File: config.mk
export PLATFORM = sky130hd
export DESIGN_NAME = fnc_ctrl
export DESIGN_NICKNAME = d
export VERILOG_FILES = /design/src/rtl/assert_macros.svh /design/src/rtl/fnc_pkg.sv /design/src/rtl/fnc_ctrl.sv
export SDC_FILE = /design/constraint.sdc
export NUM_CORES = 1
export LEC_CHECK = 0
export BUFFER_PORTS_ARGS = -buffer_cell sky130_fd_sc_hd__buf_2
export CORE_AREA = 2 2 39 41
export CTS_BUF_LIST = sky130_fd_sc_hd__clkbuf_16
export DETAILED_ROUTE_END_ITERATION = 8
export DIE_AREA = 0 0 41 43
export SYNTH_ARGS = -nofsm -noshare
export SYNTH_HDL_FRONTEND = slang
export SYNTH_SLANG_ARGS = --single-unit
File: constraint.sdc
create_clock -name clk -period 1.8 [get_ports clk]
set_input_delay 0.36 -clock clk [delete_from_list [all_inputs] [get_ports clk]]
set_output_delay 0.36 -clock clk [all_outputs]
set_load 0.005 [all_outputs]
File: src/rtl/assert_macros.svh
// Assertion helpers shared by the RTL.
`ifndef ASSERT_MACROS_SVH
`define ASSERT_MACROS_SVH

// Implication checked on every rising clock edge outside reset.
`define CHK_IMPL(lbl, clk, rstn, ante, cons, msg) \
  lbl: assert property (@(posedge clk) disable iff (!rstn) (ante) |-> (cons)) \
    else $error(msg);

// Next-cycle implication checked outside reset.
`define CHK_NEXT(lbl, clk, rstn, ante, cons, msg) \
  lbl: assert property (@(posedge clk) disable iff (!rstn) (ante) |=> (cons)) \
    else $error(msg);

`endif

File: src/rtl/fnc_pkg.sv
package fnc_pkg;

  localparam int TRACK_BYTES = 6656;
  localparam int TRACK_COUNT = 35;
  localparam int SPIN_TIMEOUT = 20000;
  localparam int DRIVE_COUNT = 2;
  localparam int MAX_HALF_TRACK = 79;

  localparam int IDX_W = 13;
  localparam int ADDR_W = 14;
  localparam int CNT_W = 15;

  typedef enum logic [1:0] {
    CMD_SWITCH = 2'd0,
    CMD_TICK   = 2'd1,
    CMD_LOAD   = 2'd2,
    CMD_READ   = 2'd3
  } cmd_t;

  typedef enum logic [2:0] {
    CFG_LOADED0    = 3'd0,
    CFG_LOADED1    = 3'd1,
    CFG_PROTECTED0 = 3'd2,
    CFG_PROTECTED1 = 3'd3,
    CFG_ENHANCED   = 3'd4
  } cfg_idx_t;

  typedef enum logic [1:0] {
    ST_IDLE,
    ST_EXEC,
    ST_ROT,
    ST_OUT
  } state_t;

  typedef struct packed {
    logic capture;
    logic exec;
    logic rot_step;
    logic out_load;
  } ctl_cmd_t;

  typedef struct packed {
    logic rot_busy;
  } dp_stat_t;

  typedef struct packed {
    logic [1:0]  command;
    logic [7:0]  addr_low;
    logic        is_write;
    logic [7:0]  bus_data;
    logic [15:0] elapsed_cycles;
    logic        target_drive;
    logic [12:0] nibble_index;
    logic [7:0]  nibble_data;
    logic        last_nibble;
    logic [7:0]  floating_value;
  } item_t;

  typedef struct packed {
    logic [7:0] read_data;
    logic       current_drive;
    logic [6:0] half_track;
    logic [5:0] track;
    logic       track_needed;
    logic       writeback_needed;
    logic       motor_on;
    logic [1:0] spinning_mask;
    logic [1:0] writing_mask;
  } result_t;

endpackage

File: src/rtl/fnc_ctrl.sv
module fnc_ctrl (
  input  logic                clk,
  input  logic                rst_n,
  input  logic                in_fire,
  input  logic                out_busy,
  input  fnc_pkg::dp_stat_t   stat,
  output fnc_pkg::ctl_cmd_t   ctl,
  output logic                in_ready,
  output logic                idle
);
  import fnc_pkg::*;

  state_t state_r, state_nxt;

  always_ff @(posedge clk) begin
    if (!rst_n) begin
      state_r <= ST_IDLE;
    end else begin
      state_r <= state_nxt;
    end
  end

  always_comb begin
    state_nxt = state_r;
    ctl = '0;
    in_ready = 1'b0;
    idle = 1'b0;
    case (state_r)
      ST_IDLE: begin
        in_ready = 1'b1;
        idle = 1'b1;
        if (in_fire) begin
          ctl.capture = 1'b1;
          state_nxt = ST_EXEC;
        end
      end
      ST_EXEC: begin
        ctl.exec = 1'b1;
        state_nxt = ST_ROT;
      end
      ST_ROT: begin
        // Modulo reduction of the rotated byte position, one subtract a cycle.
        if (stat.rot_busy) begin
          ctl.rot_step = 1'b1;
        end else begin
          state_nxt = ST_OUT;
        end
      end
      ST_OUT: begin
        if (!out_busy) begin
          ctl.out_load = 1'b1;
          state_nxt = ST_IDLE;
        end
      end
      default: state_nxt = ST_IDLE;
    endcase
  end
endmodule

# ---- Word-level counts from Yosys, hierarchy flattened
# Cells that the tools add are included.
dict set report totals {
  regBits 2
  input_bits 5
  elab_cells 21
}
dict set report classes {
  n_mux 12
  n_eq_ne 6
  reduce_logical 2
}
# op n
set ops {}
lappend ops {{1-bit 2-to-1 mux} 8}
lappend ops {{2-bit one-hot mux with 4 select lines} 1}
lappend ops {{2-bit 2-to-1 mux} 3}
lappend ops {{2-bit != test (second input constant)} 3}
lappend ops {{2-bit == test (second input constant)} 2}
lappend ops {{3-bit AND reduction} 1}
lappend ops {{2-bit by 1-bit == test with 1-bit output (second input constant)} 1}
lappend ops {{2-bit logical NOT} 1}

# ---- Depth between registers and ports, before layout
# Gate-level depths: netlist of run 1.
dict set report depth {
  word_depth 3
  mapped_depth 5
  ltp_nobuf 5
}

# ---- Least setup slack after synthesis of run 1
# OpenSTA, ideal clock, no wires.
dict set report synth_timing {
  path_kind {register to register}
  startpoint {register state_r[0]}
  endpoint {register state_r[0]}
  required_ps 1728
  arrival_ps 1171
  path_slack_ps 558
  n_path_buf 0
  path_stages_with_launch 6
  path_cell_list {dfxtp_1 > inv_1 > ha_1 > and2_4 > a221oi_4 > mux2i_1}
}
dict set report synth_via {
  elab_chain_cells 3
}
# element line_no
set synth_rtl {}
lappend synth_rtl {{start, declared} fnc_ctrl.sv:13} ;# state_t state_r, state_nxt;
lappend synth_rtl {{start signal, assigned} fnc_ctrl.sv:19} ;# state_r <= state_nxt;
lappend synth_rtl {{2-bit == test or 2-bit logical NOT (tied branches)} fnc_ctrl.sv:28} ;# case (state_r)
lappend synth_rtl {{2-bit != test (no source line)} -}
lappend synth_rtl {{3-bit AND reduction (no source line)} -}
# Parallel ways exist; a longest one is shown, timed or not.
# A chain may end at the register's enable or synchronous reset.

==> metrics, run 1 <==
Sum Neg Setup Slack 0 ps; Num Clock Sinks 2; proportion of power drawn by flip-flops and latches 13.2%; CTS hold repair buffers 0; Yosys Warn Count 0; leakage dissipation 0.1768 nW; antenna violations before repair 0; cell count of the worst reg-to-reg path 5; Cell Chain, Critical Path inv_1 -> ha_1 -> and2_1 -> buf_2; Peak Freq 0.6353 GHz; worst supply voltage drop on vdd 0.6491 mV; Via Count 185; hold_ws 426.3 ps; wire length per cell 8.000 µm; cell class contributing the biggest share of worst-path delay flip-flops; count of placed standard cells in the final layout, fillers left out 49; cell count of the worst hold path 3; Worst Max-Slew Pin Slew 259.4 ps; startpoint of the worst hold path rst_n; fraction of layout cells with a size suffix above 1 45.45%; switching power share of the total 28.58%; Area contributors post-synth sky130_fd_sc_hd__ha_1 (30%), sky130_fd_sc_hd__dfxtp_1 (20%), sky130_fd_sc_hd__a221oi_4 (13%), sky130_fd_sc_hd__mux2i_1 (9.8%), sky130_fd_sc_hd__inv_1 (5.5%); logic gate share of total power 37.2%; Synth Register Bits 2; count of final max-slew check failures 0; result of the run completed; area enclosed by the die boundary 0.001763 mm²; cell at the root of the clock tree sky130_fd_sc_hd__clkbuf_16; clock-pin slew of the registers on the worst-case setup and hold paths 30 ps; fraction of the core area covered by cells at the end of the flow 24.77%; Final Critical Period 1574 ps; number of placement rows 14; average footprint of a synthesized cell 9.771 µm²; area of placed instances 267.8 µm²; Num CTS Buffers 3; diode count 0; antenna violation net count after detailed routing 0; Gates resized, CTS repair 0; class of the tightest hold or removal check primary input to flop; hold violation total from the final report 0; required time of the critical path 1440 ps; biggest fanout along the worst timing path 4; area of combinational cells with multiple inputs 146.4 µm²; Core ar. 0.001384 mm²; total power per unit cell area 1950 mW/mm²; total nets after synthesis 31; power share of the clock group 49.7%; endpoint of the lowest-slack register-to-register path state_r[1]$_SDFFE_PN0P_; number of max-capacitance violations reported 0; switching power total 191.0 µW; total setup buffers inserted after CTS 0; arrival time of the worst setup path 1210 ps; Worst Setup Start Kind flop; post-layout worst setup margin 226.1 ps; Area growth syn-to-layout 67.07%; iteration-0 DRC count of the detailed router 0; first-pass GRT wire length 717 µm; Worst Path Buf+Inv 2; Worst Hold Path EP state_r[1]$_SDFFE_PN0P_; total gr overflow 0; internal power consumption 477.4 µW; largest net degree at the start of global routing 5; Final HPWL DP 331.1 µm; final net count 45; top-level port count 11; dominant cell type by area after synthesis sky130_fd_sc_hd__ha_1; largest registers ranked by flip-flop count state_r (2); CTS tree done; Detailed Route WL 392 µm; max FFs per register 2; Netlist cell types 11; portion of the clock cycle consumed by the worst path in the final layout 87.44%; Most flops, register state_r; number of fill cells in the layout 158; count of final setup violators 0; final worst clock skew 1.369 ps; drt pass-1 iters 1; startpoint of the worst register-to-register path state_r[0]$_SDFFE_PN0P_; Vert. Die Dim 43 µm; slowest cell on the critical path sky130_fd_sc_hd__dfxtp_1; quantity of I/O buffers inserted on ports 10; starting density of the core 14.83%; Netlist Area Pre-Place 205.2 µm²; Finished Cell Area 342.8 µm²; Reg area 40.04 µm²; post-placement cell count 46; total power 668.5 µW; residual DRC count 0; Total Routing Usage GR 6.907%; Synth top area share 30.49%; weighted congestion at the end of routability-driven global placement 0.7505; via count of the first global-routing pass 174; worst-case register-to-register setup slack 460 ps; Setup Slack @ Placement 435.8 ps; category of the most critical setup path flop to output pin; die outline width 41 µm; clock tree buffer depth 2; unrepaired setup endpoints after global routing false; gate count of the mapped netlist 21; biggest cell delay along the critical path 370 ps; ratio of routed vias to standard cells 3.776; Relative slew margins 82.71%; Clk Latency, worst-skew pair 220 ps; number of levels the H-tree was split into 1; sequential fraction of the synthesis area 19.51%; critical path capture point type output pin
## placed cells by master, fill, tap and decap left out, drive strengths merged, types with 2 or more instances in the layout
cell type | Yosys | final
ha | 5 | 5
buf | 1 | 10
dfxtp | 2 | 2
inv | 3 | 3
nand2 | 3 | 3
mux2i | 2 | 2
clkbuf | 0 | 3
and2 | 2 | 2
## kinds of logic after synthesis
logic type,Yosys count,share of synthesized area (%)
DFF,2,19.51
buffers and inverters,4,9.147
muxes,2,9.756
adders and majority gates,5,30.49
AOI/OAI and AO/OA,2,15.24
and+or+nand+nor,6,15.86
## Yosys cell counts
cell and number:
sky130_fd_sc_hd__inv_1 3, sky130_fd_sc_hd__o21ai_0 1, sky130_fd_sc_hd__a221oi_4 1, sky130_fd_sc_hd__and2_4 1
sky130_fd_sc_hd__ha_1 5, sky130_fd_sc_hd__dfxtp_1 2, sky130_fd_sc_hd__buf_4 1, sky130_fd_sc_hd__mux2i_1 2
sky130_fd_sc_hd__and2_1 1, sky130_fd_sc_hd__nand2_1 3, sky130_fd_sc_hd__nor2b_1 1
## worst max path at each step
stage                                       start                 endpoint  slack (ps)  cells past startpoint
after floorplan           state_r[0]$_SDFFE_PN0P_  state_r[0]$_SDFFE_PN0P_         560                      5
after global placement    state_r[0]$_SDFFE_PN0P_                   ctl[3]         460                      4
after detailed placement  state_r[0]$_SDFFE_PN0P_                   ctl[3]         440                      4
after CTS                 state_r[0]$_SDFFE_PN0P_                   ctl[3]         210                      4
after global routing      state_r[0]$_SDFFE_PN0P_                   ctl[3]         130                      4
final                     state_r[0]$_SDFFE_PN0P_                   ctl[3]         230                      4
## power by group through the flow
stage	logic [mW]	registers [mW]	clock network [mW]
global route	0.290	0.0940	0.346
floorplan	0.192	0.0840	0
finish	0.248	0.0880	0.332
detailed placement	0.254	0.0900	0
global placement	0.246	0.0895	0
CTS	0.255	0.0893	0.339
## worst reg2reg max path, cell delays in order, from the launching register on
cell and delay (ps):
sky130_fd_sc_hd__dfxtp_1 370, sky130_fd_sc_hd__inv_1 100, sky130_fd_sc_hd__ha_1 210, sky130_fd_sc_hd__and2_4 150, sky130_fd_sc_hd__a221oi_4 230, sky130_fd_sc_hd__mux2i_1 210
## layer usage
metal	track usage, %	part of all wire, %	vias to the layer above
met5	0	0	-
met3	4.712	9.9	2
met1	7.006	44	80
li1	-	-	91
met4	8.000	3.8	0
met2	8.125	42	12
## cell type report
type                            count  area share (%)
Tap cell                           16           5.839
Sequential cell                     2           11.68
Timing Repair Buffer               10           14.60
Clock buffer                        3           21.90
Inverter                            3           3.285
Multi-Input combinational cell     15           42.70
No activity file was read; power rests on OpenSTA's default activity.
==> run 2, diff against run 1 <==
--- a/config.mk
+++ b/config.mk
@@ -10,6 +10,7 @@
 export CTS_BUF_LIST = sky130_fd_sc_hd__clkbuf_16
 export DETAILED_ROUTE_END_ITERATION = 8
 export DIE_AREA = 0 0 41 43
+export PLACE_DENSITY_LB_ADDON = 0.05
 export SYNTH_ARGS = -nofsm -noshare
 export SYNTH_HDL_FRONTEND = slang
 export SYNTH_SLANG_ARGS = --single-unit
==> metrics, run 2 (synthesis results as in run 1) <==
antenna violation net count after detailed routing 0 (unchanged); area enclosed by the die boundary 0.001763 mm² (unchanged); worst supply voltage drop on vdd 0.5263 mV (was 0.6491 mV); timing startpoint of the critical path state_r[0]$_SDFFE_PN0P_ (unchanged); Final HPWL DP 387 µm (was 331.1 µm); max FFs per register 2 (unchanged); top-level port count 11 (unchanged); category of the most critical setup path flop to output pin (unchanged); Worst Setup Start Kind flop (unchanged); required time of the critical path 1440 ps (about the same); fraction of the core area covered by cells at the end of the flow 24.77% (unchanged); Via Count 183 (was 185); number of placement rows 14 (unchanged); Gates resized, CTS repair 0 (unchanged); Num Clock Sinks 2 (unchanged); final worst clock skew 1.497 ps (was 1.369 ps); Clk Latency, worst-skew pair 220 ps (about the same); diode count 0 (unchanged); clock tree buffer depth 2 (unchanged); Sum Neg Setup Slack 0 ps (unchanged); first-pass GRT wire length 765 µm (was 717 µm); weighted congestion at the end of routability-driven global placement 0.6924 (was 0.7505); quantity of I/O buffers inserted on ports 10 (unchanged); critical path capture point type output pin (unchanged); total gr overflow 0 (unchanged); largest registers ranked by flip-flop count state_r (2) (unchanged); fraction of layout cells with a size suffix above 1 45.45% (unchanged); largest net degree at the start of global routing 5 (unchanged); startpoint of the worst register-to-register path state_r[0]$_SDFFE_PN0P_ (unchanged); CTS tree done (unchanged); Relative slew margins 83.13% (was 82.71%); biggest fanout along the worst timing path 4 (unchanged); via count of the first global-routing pass 211 (was 174); Total Routing Usage GR 7.315% (was 6.907%); commonest non-fill, non-tap cell in the layout sky130_fd_sc_hd__buf_2 (unchanged); hold_ws 439.0 ps (was 426.3 ps); ratio of routed vias to standard cells 3.735 (was 3.776); commonest non-fill, non-tap cells in the layout sky130_fd_sc_hd__buf_2 (10), sky130_fd_sc_hd__ha_1 (5), sky130_fd_sc_hd__inv_1 (3), sky130_fd_sc_hd__nand2_1 (3), sky130_fd_sc_hd__clkbuf_16 (3) (unchanged); arrival time of the worst setup path 1240 ps (was 1210 ps); Vert. Die Dim 43 µm (unchanged); Area growth syn-to-layout 67.07% (unchanged); starting density of the core 14.83% (unchanged); drt pass-1 iters 2 (was 1); unrepaired setup endpoints after global routing false (unchanged); count of final setup violators 0 (unchanged); portion of the clock cycle consumed by the worst path in the final layout 89.03% (was 87.44%); Core ar. 0.001384 mm² (unchanged); number of max-capacitance violations reported 0 (unchanged); Num CTS Buffers 3 (unchanged); total power per unit cell area 1972 mW/mm² (was 1950 mW/mm²); wire length per cell 9.857 µm (was 8.000 µm); iteration-0 DRC count of the detailed router 1 (was 0); Final Critical Period 1603 ps (was 1574 ps); final net count 45 (unchanged); hold violation total from the final report 0 (unchanged); clock-pin slew of the registers on the worst-case setup and hold paths 30 ps (about the same); Detailed Route WL 483 µm (was 392 µm); count of final max-slew check failures 0 (unchanged); number of levels the H-tree was split into 1 (unchanged); CTS hold repair buffers 0 (unchanged); Peak Freq 0.6240 GHz (was 0.6353 GHz); Most flops, register state_r (unchanged); startpoint of the worst hold path rst_n (unchanged); leakage dissipation 0.1768 nW (unchanged); cell at the root of the clock tree sky130_fd_sc_hd__clkbuf_16 (unchanged); total setup buffers inserted after CTS 0 (unchanged); class of the tightest hold or removal check primary input to flop (unchanged); Worst Max-Slew Pin Slew 253.0 ps (was 259.4 ps); result of the run completed (unchanged); antenna violations before repair 0 (unchanged); die outline width 41 µm (unchanged); residual DRC count 0 (unchanged)
## run 2: cell counts in the layout (fill, tap and decap cells not counted)
No cell type changed its count.
## run 2: stage by stage
| stage | cell area [µm²] | std cells | power (mW) | setup slack [ps] |
|---|---|---|---|---|
| finish | 342.8 | 49 | 0.6759 | 197.5 |
| global placement | 267.8 | 46 | 0.3533 | 455.1 |
| global route | 342.8 | 49 | 0.7309 | 122.4 |
| CTS | 342.8 | 49 | 0.6922 | 175.9 |
| floorplan | 205.2 | 21 | 0.2761 | 557.8 |
| detailed placement | 267.8 | 46 | 0.3536 | 407.5 |
## run 2: cell type report
class,count,area (µm²)
clock buffers,3,75.07
inverters,3,11.26
multi-input cells,15,146.4
fillers,152,1041
well taps,16,20.02
flip-flops and latches,2,40.04
repair buffers,10,50.05
## run 2: path summary, 6_finish.rpt
kind	end	slack, ps	cells after the start
worst min register to register	state_r[0]$_SDFFE_PN0P_	510	2
worst min-delay path	state_r[1]$_SDFFE_PN0P_	440	3
worst max register to register	state_r[0]$_SDFFE_PN0P_	450	5
worst max-delay path	ctl[3]	200	4
## run 2: metal layers
metal | wire (µm) | GRT usage (%) | vias to the layer above
li1 | - | - | 90
met1 | 190 | 7.029 | 81
met2 | 224 | 9.375 | 10
met3 | 59 | 3.141 | 2
met4 | 8 | 10.00 | 0
met5 | 0 | 0 | -
## run 2: critical path: stages, from the launching register on
cell	delay [ps]
sky130_fd_sc_hd__dfxtp_1	370
sky130_fd_sc_hd__inv_1	100
sky130_fd_sc_hd__ha_1	270
sky130_fd_sc_hd__and2_1	160
sky130_fd_sc_hd__buf_2	120
## run 2: where the power goes
| group | total, mW | internal (mW) | switching [mW] |
|---|---|---|---|
| clock | 0.332 | 0.283 | 0.0497 |
| combinational | 0.254 | 0.129 | 0.125 |
| sequential | 0.0899 | 0.0666 | 0.0234 |
| total | 0.676 | 0.478 | 0.198 |
